==> src/sv/fraction_to_repeating_decimal_unit_defines.svh <==
// Assertion macros of the fraction to recurring decimal unit, used by its division engine.
`ifndef FRACTION_TO_REPEATING_DECIMAL_UNIT_DEFINES_SVH
`define FRACTION_TO_REPEATING_DECIMAL_UNIT_DEFINES_SVH
`ifndef SYNTHESIS
// Property must hold at every clock edge out of reset.
`define FRD_ASSERT(lbl, prop) \
  lbl: assert property (@(posedge clk_i) disable iff (!rst_ni) prop) \
    else $error("frd assertion failed");
// Condition must never be seen at a clock edge out of reset.
`define FRD_ASSERT_NEVER(lbl, cond) \
  lbl: assert property (@(posedge clk_i) disable iff (!rst_ni) !(cond)) \
    else $error("frd forbidden condition seen");
`else
`define FRD_ASSERT(lbl, prop)
`define FRD_ASSERT_NEVER(lbl, cond)
`endif
`endif

==> src/sv/frd_pkg.sv <==
// Types and constants of the fraction to recurring decimal unit.
package frd_pkg;

  localparam int unsigned NUM_W       = 32;
  localparam int unsigned DEN_W       = 6;
  localparam int unsigned REM_W       = 6;
  localparam int unsigned POS_W       = 6;
  localparam int unsigned DIGIT_W     = 4;
  localparam int unsigned PROD_W      = 10;
  localparam int unsigned TABLE_DEPTH = 64;
  localparam int unsigned QUEUE_DEPTH = 2;
  // radix-4 restoring division: two quotient bits per step
  localparam int unsigned DIV_STEPS   = NUM_W / 2;
  localparam int unsigned CNT_W       = $clog2(DIV_STEPS);
  localparam int unsigned RADIX       = 10;

  // one classified request as it sits in the queue
  typedef struct packed {
    logic [NUM_W-1:0] numerator;
    logic [DEN_W-1:0] denominator;
    logic             div_error;
  } job_t;

  typedef enum logic [2:0] {
    S_IDLE,
    S_DIV,
    S_DIGIT,
    S_REPLOOK,
    S_EMIT_INT,
    S_EMIT_DIG,
    S_ERR
  } back_state_e;

endpackage

==> src/sv/frd_in_if.sv <==
// Request channel: one fraction per request.
interface frd_in_if;
  logic                         valid;
  logic                         ready;
  logic [frd_pkg::NUM_W-1:0]    numerator;
  logic [frd_pkg::DEN_W-1:0]    denominator;

  modport source (output valid, output numerator, output denominator, input ready);
  modport sink   (input valid, input numerator, input denominator, output ready);
endinterface

==> src/sv/frd_out_if.sv <==
// Result channel: integer quotient, then fractional digits.
interface frd_out_if;
  logic                      valid;
  logic                      ready;
  logic [frd_pkg::NUM_W-1:0] value;
  logic                      is_integer_part;
  logic                      in_repeat;
  logic                      div_error;
  logic                      last;

  modport source (output valid, output value, output is_integer_part, output in_repeat,
                  output div_error, output last, input ready);
  modport sink   (input valid, input value, input is_integer_part, input in_repeat,
                  input div_error, input last, output ready);
endinterface

==> src/sv/frd_ram.sv <==
// Generic single write port, single read port RAM with registered read.
module frd_ram #(
  parameter int unsigned WIDTH = 8,
  parameter int unsigned DEPTH = 64
) (
  input  logic                     clk_i,
  input  logic                     we_i,
  input  logic [$clog2(DEPTH)-1:0] waddr_i,
  input  logic [WIDTH-1:0]         wdata_i,
  input  logic                     re_i,
  input  logic [$clog2(DEPTH)-1:0] raddr_i,
  output logic [WIDTH-1:0]         rdata_o
);

  logic [WIDTH-1:0] mem_q [DEPTH];
  logic [WIDTH-1:0] rdata_q;

  always_ff @(posedge clk_i) begin
    if (we_i) begin
      mem_q[waddr_i] <= wdata_i;
    end
    if (re_i) begin
      rdata_q <= mem_q[raddr_i];
    end
  end

  assign rdata_o = rdata_q;

endmodule

==> src/sv/frd_front.sv <==
// Front end: accepts fractions and flags unusable denominators.
module frd_front #(
  parameter int unsigned MAX_DENOM = 63
) (
  frd_in_if.sink          in_i,
  output logic            push_valid_o,
  input  logic            push_ready_i,
  output frd_pkg::job_t   push_job_o
);

  localparam logic [frd_pkg::DEN_W-1:0] MaxDen = frd_pkg::DEN_W'(MAX_DENOM);

  assign in_i.ready   = push_ready_i;
  assign push_valid_o = in_i.valid;

  // zero or over-range denominator becomes a single error result
  always_comb begin
    push_job_o.numerator   = in_i.numerator;
    push_job_o.denominator = in_i.denominator;
    push_job_o.div_error   = (in_i.denominator == '0) || (in_i.denominator > MaxDen);
  end

endmodule

==> src/sv/frd_queue.sv <==
// Short FIFO between the front end and the division engine.
module frd_queue (
  input  logic          clk_i,
  input  logic          rst_ni,
  input  logic          push_valid_i,
  output logic          push_ready_o,
  input  frd_pkg::job_t push_job_i,
  output logic          pop_valid_o,
  input  logic          pop_ready_i,
  output frd_pkg::job_t pop_job_o
);

  localparam int unsigned Depth = frd_pkg::QUEUE_DEPTH;
  localparam int unsigned PtrW  = (Depth > 1) ? $clog2(Depth) : 1;
  localparam int unsigned CntW  = $clog2(Depth + 1);

  frd_pkg::job_t   mem_q [Depth];
  logic [PtrW-1:0] wr_ptr_q, wr_ptr_d;
  logic [PtrW-1:0] rd_ptr_q, rd_ptr_d;
  logic [CntW-1:0] count_q, count_d;
  logic            push, pop;

  assign push_ready_o = (count_q != CntW'(Depth));
  assign pop_valid_o  = (count_q != '0);
  assign pop_job_o    = mem_q[rd_ptr_q];
  assign push         = push_valid_i && push_ready_o;
  assign pop          = pop_valid_o && pop_ready_i;

  // pointer wrap and occupancy
  always_comb begin
    wr_ptr_d = wr_ptr_q;
    rd_ptr_d = rd_ptr_q;
    count_d  = count_q;
    if (push) begin
      wr_ptr_d = (wr_ptr_q == PtrW'(Depth - 1)) ? '0 : wr_ptr_q + 1'b1;
    end
    if (pop) begin
      rd_ptr_d = (rd_ptr_q == PtrW'(Depth - 1)) ? '0 : rd_ptr_q + 1'b1;
    end
    if (push && !pop) begin
      count_d = count_q + 1'b1;
    end else if (pop && !push) begin
      count_d = count_q - 1'b1;
    end
  end

  always_ff @(posedge clk_i or negedge rst_ni) begin
    if (!rst_ni) begin
      wr_ptr_q <= '0;
      rd_ptr_q <= '0;
      count_q  <= '0;
    end else begin
      wr_ptr_q <= wr_ptr_d;
      rd_ptr_q <= rd_ptr_d;
      count_q  <= count_d;
    end
  end

  // storage
  always_ff @(posedge clk_i) begin
    if (push) begin
      mem_q[wr_ptr_q] <= push_job_i;
    end
  end

endmodule

==> src/sv/frd_back.sv <==
// Division engine: integer quotient, digit loop with remainder table, result output.
`include "fraction_to_repeating_decimal_unit_defines.svh"

module frd_back (
  input  logic          clk_i,
  input  logic          rst_ni,
  input  logic          pop_valid_i,
  output logic          pop_ready_o,
  input  frd_pkg::job_t pop_job_i,
  frd_out_if.source     out_o
);

  localparam int unsigned NumW   = frd_pkg::NUM_W;
  localparam int unsigned RemW   = frd_pkg::REM_W;
  localparam int unsigned PosW   = frd_pkg::POS_W;
  localparam int unsigned DigW   = frd_pkg::DIGIT_W;
  localparam int unsigned ProdW  = frd_pkg::PROD_W;
  localparam int unsigned CntW   = frd_pkg::CNT_W;
  localparam int unsigned Depth  = frd_pkg::TABLE_DEPTH;
  localparam int unsigned NMult  = 2 ** DigW;

  frd_pkg::back_state_e state_q, state_d;

  logic [NumW-1:0]            quo_q;
  logic [frd_pkg::DEN_W-1:0]  den_q;
  logic [RemW-1:0]            rem_q;
  logic [CntW-1:0]            cnt_q;
  logic [PosW-1:0]            ndig_q;
  logic [PosW-1:0]            k_q;
  logic [PosW-1:0]            rep_start_q;
  logic                       repeats_q;
  logic [Depth-1:0]           seen_q;

  logic                       out_valid_q;
  logic [NumW-1:0]            value_q;
  logic                       isint_q, rep_q, err_q, last_q;

  // control strobes
  logic            out_free, out_load;
  logic [NumW-1:0] ld_value;
  logic            ld_isint, ld_rep, ld_err, ld_last;
  logic            job_start, div_step, dig_step, pos_re, dig_re;
  logic [PosW-1:0] dig_raddr;

  // datapath nets
  logic [RemW:0]    r1, r2;
  logic             q1, q2;
  logic [RemW-1:0]  r1m, r2m;
  logic [ProdW-1:0] prod;
  logic [ProdW-1:0] mult [NMult];
  logic [DigW-1:0]  digit;
  logic [RemW-1:0]  rem_new;
  logic [PosW-1:0]  pos_rdata;
  logic [DigW-1:0]  dig_rdata;
  logic [PosW-1:0]  ndig_inc;

  assign out_free = !out_valid_q || out_o.ready;
  assign ndig_inc = ndig_q + 1'b1;

  // two restoring division steps per cycle
  always_comb begin
    r1  = {rem_q, quo_q[NumW-1]};
    q1  = (r1 >= {1'b0, den_q});
    r1m = q1 ? RemW'(r1 - {1'b0, den_q}) : r1[RemW-1:0];
    r2  = {r1m, quo_q[NumW-2]};
    q2  = (r2 >= {1'b0, den_q});
    r2m = q2 ? RemW'(r2 - {1'b0, den_q}) : r2[RemW-1:0];
  end

  // one decimal digit: compare remainder times ten against the multiples of den
  always_comb begin
    prod  = ProdW'({rem_q, 3'b000}) + ProdW'({rem_q, 1'b0});
    for (int k = 0; k < NMult; k++) begin
      mult[k] = ProdW'(den_q) * ProdW'(k);
    end
    digit = '0;
    for (int k = 1; k < frd_pkg::RADIX; k++) begin
      if (prod >= mult[k]) begin
        digit = DigW'(k);
      end
    end
    rem_new = RemW'(prod - mult[digit]);
  end

  // next state and strobes
  always_comb begin
    state_d     = state_q;
    pop_ready_o = 1'b0;
    job_start   = 1'b0;
    div_step    = 1'b0;
    dig_step    = 1'b0;
    pos_re      = 1'b0;
    dig_re      = 1'b0;
    dig_raddr   = k_q;
    out_load    = 1'b0;
    ld_value    = '0;
    ld_isint    = 1'b0;
    ld_rep      = 1'b0;
    ld_err      = 1'b0;
    ld_last     = 1'b0;
    case (state_q)
      frd_pkg::S_IDLE: begin
        pop_ready_o = 1'b1;
        if (pop_valid_i) begin
          if (pop_job_i.div_error) begin
            state_d = frd_pkg::S_ERR;
          end else begin
            job_start = 1'b1;
            state_d   = frd_pkg::S_DIV;
          end
        end
      end
      frd_pkg::S_DIV: begin
        div_step = 1'b1;
        if (cnt_q == CntW'(frd_pkg::DIV_STEPS - 1)) begin
          state_d = frd_pkg::S_DIGIT;
        end
      end
      frd_pkg::S_DIGIT: begin
        if (rem_q == '0) begin
          state_d = frd_pkg::S_EMIT_INT;
        end else if (seen_q[rem_q]) begin
          pos_re  = 1'b1;
          state_d = frd_pkg::S_REPLOOK;
        end else if (ndig_q == '1) begin
          state_d = frd_pkg::S_EMIT_INT;
        end else begin
          dig_step = 1'b1;
        end
      end
      frd_pkg::S_REPLOOK: begin
        state_d = frd_pkg::S_EMIT_INT;
      end
      frd_pkg::S_EMIT_INT: begin
        if (out_free) begin
          out_load = 1'b1;
          ld_value = quo_q;
          ld_isint = 1'b1;
          ld_last  = (ndig_q == '0);
          if (ndig_q == '0) begin
            state_d = frd_pkg::S_IDLE;
          end else begin
            dig_re    = 1'b1;
            dig_raddr = PosW'(1);
            state_d   = frd_pkg::S_EMIT_DIG;
          end
        end
      end
      frd_pkg::S_EMIT_DIG: begin
        if (out_free) begin
          out_load = 1'b1;
          ld_value = NumW'(dig_rdata);
          ld_rep   = repeats_q && (k_q >= rep_start_q);
          ld_last  = (k_q == ndig_q);
          if (k_q == ndig_q) begin
            state_d = frd_pkg::S_IDLE;
          end else begin
            dig_re    = 1'b1;
            dig_raddr = k_q + 1'b1;
          end
        end
      end
      frd_pkg::S_ERR: begin
        if (out_free) begin
          out_load = 1'b1;
          ld_err   = 1'b1;
          ld_last  = 1'b1;
          state_d  = frd_pkg::S_IDLE;
        end
      end
      default: begin
        state_d = frd_pkg::S_IDLE;
      end
    endcase
  end

  always_ff @(posedge clk_i or negedge rst_ni) begin
    if (!rst_ni) begin
      state_q <= frd_pkg::S_IDLE;
    end else begin
      state_q <= state_d;
    end
  end

  // control counters, seen bits and output valid
  always_ff @(posedge clk_i or negedge rst_ni) begin
    if (!rst_ni) begin
      cnt_q       <= '0;
      ndig_q      <= '0;
      k_q         <= '0;
      repeats_q   <= 1'b0;
      seen_q      <= '0;
      out_valid_q <= 1'b0;
    end else begin
      if (job_start) begin
        cnt_q     <= '0;
        ndig_q    <= '0;
        repeats_q <= 1'b0;
        seen_q    <= '0;
      end
      if (div_step) begin
        cnt_q <= cnt_q + 1'b1;
      end
      if (dig_step) begin
        ndig_q        <= ndig_inc;
        seen_q[rem_q] <= 1'b1;
      end
      if (state_q == frd_pkg::S_REPLOOK) begin
        repeats_q <= 1'b1;
      end
      if (dig_re) begin
        k_q <= dig_raddr;
      end
      if (out_load) begin
        out_valid_q <= 1'b1;
      end else if (out_o.ready) begin
        out_valid_q <= 1'b0;
      end
    end
  end

  // payload registers
  always_ff @(posedge clk_i) begin
    if (job_start) begin
      quo_q <= pop_job_i.numerator;
      den_q <= pop_job_i.denominator;
      rem_q <= '0;
    end
    if (div_step) begin
      quo_q <= {quo_q[NumW-3:0], q1, q2};
      rem_q <= r2m;
    end
    if (dig_step) begin
      rem_q <= rem_new;
    end
    if (state_q == frd_pkg::S_REPLOOK) begin
      rep_start_q <= pos_rdata;
    end
    if (out_load) begin
      value_q <= ld_value;
      isint_q <= ld_isint;
      rep_q   <= ld_rep;
      err_q   <= ld_err;
      last_q  <= ld_last;
    end
  end

  // first position of each remainder
  frd_ram #(
    .WIDTH (PosW),
    .DEPTH (Depth)
  ) u_pos_ram (
    .clk_i   (clk_i),
    .we_i    (dig_step),
    .waddr_i (rem_q),
    .wdata_i (ndig_inc),
    .re_i    (pos_re),
    .raddr_i (rem_q),
    .rdata_o (pos_rdata)
  );

  // fractional digits by position
  frd_ram #(
    .WIDTH (DigW),
    .DEPTH (Depth)
  ) u_digit_ram (
    .clk_i   (clk_i),
    .we_i    (dig_step),
    .waddr_i (ndig_inc),
    .wdata_i (digit),
    .re_i    (dig_re),
    .raddr_i (dig_raddr),
    .rdata_o (dig_rdata)
  );

  assign out_o.valid           = out_valid_q;
  assign out_o.value           = value_q;
  assign out_o.is_integer_part = isint_q;
  assign out_o.in_repeat       = rep_q;
  assign out_o.div_error       = err_q;
  assign out_o.last            = last_q;

  `FRD_ASSERT(a_load_when_free, out_load |-> out_free)
  `FRD_ASSERT(a_div_rem_below_den, (state_q == frd_pkg::S_DIV) |-> (rem_q < den_q))
  `FRD_ASSERT(a_emit_index_range, (state_q == frd_pkg::S_EMIT_DIG) |-> (k_q != '0 && k_q <= ndig_q))
  `FRD_ASSERT(a_repeat_start_set, (state_q == frd_pkg::S_EMIT_DIG && repeats_q) |-> (rep_start_q != '0))
  `FRD_ASSERT_NEVER(a_step_past_table, dig_step && ndig_q == '1)

endmodule

==> src/sv/fraction_to_repeating_decimal_unit.sv <==
// Top level of the fraction to recurring decimal unit.
// Usage:
//   in_i carries one fraction per request (numerator, denominator). out_o
//   returns the integer quotient first (is_integer_part set), then the
//   fractional digits in order; in_repeat marks digits of the recurring cycle,
//   last marks the final result. A zero denominator, or one above MAX_DENOM,
//   gives one result with div_error and last set and value zero.
// Timing:
//   A two-entry queue sits between the front end and the division engine, so
//   requests are taken while the engine is busy. Per fraction the engine
//   takes the request, runs the radix-4 integer division, produces the n
//   fractional digits (with an extra position table read when a cycle is
//   found), then issues n+1 results, one per cycle while the receiver is
//   ready. The digit loop and the single read port of the digit RAM set the
//   time per fraction.
// Reset and stalls:
//   Reset empties the queue and the output register. A stalled receiver holds
//   the output register; the engine waits, then the queue fills and in_i.ready
//   drops.
module fraction_to_repeating_decimal_unit #(
  parameter int unsigned MAX_DENOM = 63
) (
  input  logic      clk_i,
  input  logic      rst_ni,
  frd_in_if.sink    in_i,
  frd_out_if.source out_o
);

  logic          push_valid, push_ready;
  frd_pkg::job_t push_job;
  logic          pop_valid, pop_ready;
  frd_pkg::job_t pop_job;

  frd_front #(
    .MAX_DENOM (MAX_DENOM)
  ) u_front (
    .in_i         (in_i),
    .push_valid_o (push_valid),
    .push_ready_i (push_ready),
    .push_job_o   (push_job)
  );

  frd_queue u_queue (
    .clk_i        (clk_i),
    .rst_ni       (rst_ni),
    .push_valid_i (push_valid),
    .push_ready_o (push_ready),
    .push_job_i   (push_job),
    .pop_valid_o  (pop_valid),
    .pop_ready_i  (pop_ready),
    .pop_job_o    (pop_job)
  );

  frd_back u_back (
    .clk_i       (clk_i),
    .rst_ni      (rst_ni),
    .pop_valid_i (pop_valid),
    .pop_ready_o (pop_ready),
    .pop_job_i   (pop_job),
    .out_o       (out_o)
  );

endmodule

==> src/flat_wrapper.sv <==
// flat-port wrapper written by rule: the top's interface ports become plain ports
module fraction_to_repeating_decimal_unit_flat 
#(
  parameter int unsigned MAX_DENOM = 63
)
  (clk_i, rst_ni, in_i_valid, in_i_numerator, in_i_denominator, in_i_ready, out_o_valid, out_o_value, out_o_is_integer_part, out_o_in_repeat, out_o_div_error, out_o_last, out_o_ready);
  frd_in_if in_i_i ();
  frd_out_if out_o_i ();
  input  logic clk_i;
  input  logic rst_ni;
  input wire logic [$bits(in_i_i.valid)-1:0] in_i_valid;
  input wire logic [$bits(in_i_i.numerator)-1:0] in_i_numerator;
  input wire logic [$bits(in_i_i.denominator)-1:0] in_i_denominator;
  output wire logic [$bits(in_i_i.ready)-1:0] in_i_ready;
  output wire logic [$bits(out_o_i.valid)-1:0] out_o_valid;
  output wire logic [$bits(out_o_i.value)-1:0] out_o_value;
  output wire logic [$bits(out_o_i.is_integer_part)-1:0] out_o_is_integer_part;
  output wire logic [$bits(out_o_i.in_repeat)-1:0] out_o_in_repeat;
  output wire logic [$bits(out_o_i.div_error)-1:0] out_o_div_error;
  output wire logic [$bits(out_o_i.last)-1:0] out_o_last;
  input wire logic [$bits(out_o_i.ready)-1:0] out_o_ready;
  assign in_i_i.valid = in_i_valid;
  assign in_i_i.numerator = in_i_numerator;
  assign in_i_i.denominator = in_i_denominator;
  assign in_i_ready = in_i_i.ready;
  assign out_o_valid = out_o_i.valid;
  assign out_o_value = out_o_i.value;
  assign out_o_is_integer_part = out_o_i.is_integer_part;
  assign out_o_in_repeat = out_o_i.in_repeat;
  assign out_o_div_error = out_o_i.div_error;
  assign out_o_last = out_o_i.last;
  assign out_o_i.ready = out_o_ready;
  fraction_to_repeating_decimal_unit #(.MAX_DENOM(MAX_DENOM)) u_core (.clk_i(clk_i), .rst_ni(rst_ni), .in_i(in_i_i), .out_o(out_o_i));
endmodule
==> config.mk <==
export PLATFORM = sky130hd
export DESIGN_NAME = fraction_to_repeating_decimal_unit_flat
export DESIGN_NICKNAME = d
export VERILOG_FILES = /design/src/sv/frd_pkg.sv /design/src/sv/frd_in_if.sv /design/src/sv/frd_out_if.sv /design/src/sv/frd_ram.sv /design/src/sv/frd_front.sv /design/src/sv/frd_queue.sv /design/src/sv/frd_back.sv /design/src/sv/fraction_to_repeating_decimal_unit.sv /design/src/flat_wrapper.sv
export VERILOG_INCLUDE_DIRS = /design/src /design/src/sv
export SDC_FILE = /design/constraint.sdc
export NUM_CORES = 1
export LEC_CHECK = 0
export ABC_AREA = 1
export BUFFER_PORTS_ARGS = -buffer_cell sky130_fd_sc_hd__buf_4
export CAP_MARGIN = 20
export CORE_MARGIN = 2
export CORE_UTILIZATION = 25
export CTS_CLUSTER_DIAMETER = 60
export DETAILED_ROUTE_END_ITERATION = 12
export SLEW_MARGIN = 15
export SYNTH_ARGS = -nofsm -noshare
export SYNTH_HDL_FRONTEND = slang
export SYNTH_HIERARCHICAL = 1
export SYNTH_SLANG_ARGS = --single-unit
export TNS_END_PERCENT = 5
==> constraint.sdc <==
create_clock -name clk_i -period 21.5 [get_ports clk_i]
set_clock_uncertainty 0.2 [all_clocks]
set_input_delay 0 -clock clk_i [delete_from_list [all_inputs] [get_ports clk_i]]
set_output_delay 0 -clock clk_i [all_outputs]
set_load 0.02 [all_outputs]
==> results.ini <==
[clock_tree]
cts_root_buf = clkbuf_16
numCtsBuffers = 95
post_cts_buffers = 0
insertion_delay_ps = 700
cts_tree = built
ctsHtreeMaxLevel = 3
cts_buffer_depth = 3
clk_pin_slew_ps = 60
cts.sinks = 903

[grt]
antenna_found_initial = 0
grt-ovfl-total = 0
grt_pass1_wl_um = 164000
grt_start_max_net_pins = 99
grt_pass1_vias = 28700
grtUsageTotal = 0.121

[synth]
synthTopCellsByArea = edfxtp_1, nand2_1, nand3_1
post-synth-top-area-cell = edfxtp_1
yosysWarnings = 6
synth-seq-cells = 903
ys_seq_area_frac = 0.637
syn_area_um2 = 41900
synth_edf_count = 814
syn_nets = 4167
synth_area_per_cell_um2 = 10.5
synthCells = 4002
netlist.area_leader.share = 0.584
ys.flop_type = edfxtp_1
synth_cell_types = 59
synth-async-reset-ratio = 0.0986

[worst_setup_path]
startpoint_type = flop
slowest_delay_ps = 670
critPathKind = flop to flop
crit_start = u_core/u_back/den_q[1]
crit_slowest_cell = buf_4
critPathArrivalTime_ps = 7380
r2r-start = u_core/u_back/den_q[1]
crit_required_ps = 21760
path_common_cell = nand2_1
critPathMaxFanout = 76
end_kind = flop

[route]
vias = 29500
postRouteAntennaNets = 0
routedWlPerCell_um = 16.7
drc = 0
finalWirelength_um = 106000
routed_via_density = 4.63
dr.pass1.iters = 6
drt_iter0_drc = 2637

[final_layout]
area_growth_pct = 15.6
diodes = 0
drive_gt1_frac = 0.0816
layout_commonest_cell = nand2_1
final_cell_mix = nand2_1, edfxtp_1, nand3_1
final.fill_count = 16900
final_nets = 4253

[run_status]
status = complete, no violations

[die]
floorplan.initialDensity = 0.251
fp.dieW_um = 413
core_area_um2 = 167000
rows = 150
die_area_um2 = 171000
io_pins = 80
die_h_um = 413

[timing]
fmax_ghz = 0.140
worst_slew_pin_slew_ps = 1080
rsz0062_at_grt = false
worst_slack_ps = 14380
fin_setup_tns_ps = 0
fin_crit_sh = 0.331
maxSlewHeadroom = 0.274
hold_violations = 0
period_minus_slack_ps = 7120
slew_violations = 0
setup-violations-final = 0

[hold_path]
min_path_type = primary input to flop
min_from = in_i_denominator[0]

[place]
pre_cts_ws_ps = 14430
io_buffers = 79
hpwl_um = 63800
place_congestion = 0.879

[run]
max-cap-violations = 0

## area by class of cell
cell class | instances | area [µm²] | share of cell area
Multi-Input combinational cell | 2620 | 13000 | 0.268
Inverter | 250 | 951 | 0.0196
Clock inverter | 61 | 641 | 0.0132
Tap cell | 2204 | 2760 | 0.0570
Clock buffer | 117 | 2560 | 0.0529
Sequential cell | 903 | 26700 | 0.551
Timing Repair Buffer | 218 | 1870 | 0.0387
## worst max-delay path: cells and delay by family (launching register included)
| family | cells | cell delay [ps] |
|---|---|---|
| AND/OR/NAND/NOR | 24 | 1860 |
| buffers and inverters | 5 | 1540 |
| adder cells (fa/ha/maj) | 3 | 1220 |
| AO/OA/AOI/OAI | 5 | 1200 |
| flip-flops | 1 | 630 |
| XOR/XNOR | 1 | 230 |
## per-layer routing
layer | vias to the layer above | global-route usage | share of wire
met5 | - | 0 | 0
met4 | 0 | 0.0457 | 0.034
met3 | 218 | 0.0191 | 0.054
met2 | 923 | 0.198 | 0.48
met1 | 14400 | 0.162 | 0.44
li1 | 13900 | - | -
## synthesized netlist by cell type (all sizes together), types with 5 or more instances
cell type / number
xor2: 22
nand3: 657
nor2: 213
o21a: 7
a21oi: 54
o21ai: 155
clkbuf: 53
buf: 176
dfrtp: 89
a221oi: 5
nand2: 1234
nor3: 19
nand4: 30
edfxtp: 814
fa: 15
nor4: 21
o22ai: 25
ha: 108
o211ai: 12
inv: 248
xnor2: 6
## per-stage QoR
step,hold slack (ps),instances,util,cell area (µm²)
after floorplan,-496,4002,-,41900
after global placement,-347,6106,0.266,44300
after detailed placement,-340,6110,0.266,44300
after CTS,12.1,6370,0.290,48400
after global routing,72.6,6373,0.290,48400
final,60.3,6373,0.290,48400
## worst paths after layout
check	endpoint	slack, ps	cells after the start
min in group asynchronous	u_core/u_back/seen_q[54]	290	4
hold / removal	u_core/u_queue/mem_q[0][0]	60	4
max in group asynchronous	u_core/u_queue/rd_ptr_q	19980	4
setup / recovery	u_core/u_back/rem_q[5]	14380	38
hold reg to reg	u_core/u_back/rep_start_q[0]	220	0
setup reg to reg	u_core/u_back/rem_q[5]	14380	38
## cells by family (layout without fill, tap and decap cells)
| group | Yosys count | in the layout | share of synthesized area |
|---|---|---|---|
| buf+inv | 479 | 646 | 0.0575 |
| flops | 903 | 903 | 0.637 |
| xor+xnor | 28 | 28 | 0.00603 |
| mux | 1 | 1 | 0.000239 |
| simple gates | 2182 | 2182 | 0.221 |
| fa+ha+maj | 123 | 123 | 0.0394 |
| compound gates | 286 | 286 | 0.0392 |
## sequential cells by signal, indices dropped and copies added, names as in the netlist, 3 cells and up
register	flops
u_core/u_back/u_pos_ram/mem_q	384
u_core/u_back/u_digit_ram/mem_q	256
u_core/u_queue/mem_q	78
u_core/u_back/seen_q	64
u_core/u_back/out_o.value	32
u_core/u_back/quo_q	32
u_core/u_back/den_q	6
u_core/u_back/k_q	6
u_core/u_back/ndig_q	6
u_core/u_back/rem_q	6
u_core/u_back/rep_start_q	6
u_core/u_back/u_pos_ram/rdata_o	6
u_core/u_back/cnt_q	4
u_core/u_back/u_digit_ram/rdata_o	4
u_core/u_back/state_q	3
## timing repair
action	in CTS	in global routing
hold endpoints to repair	273	0
resized for setup	0	0
hold buffers	82	0
setup endpoints to repair	0	0
Power is not shown: default switching activity piles up to over one toggle a cycle in this logic, so the estimate is an artifact.
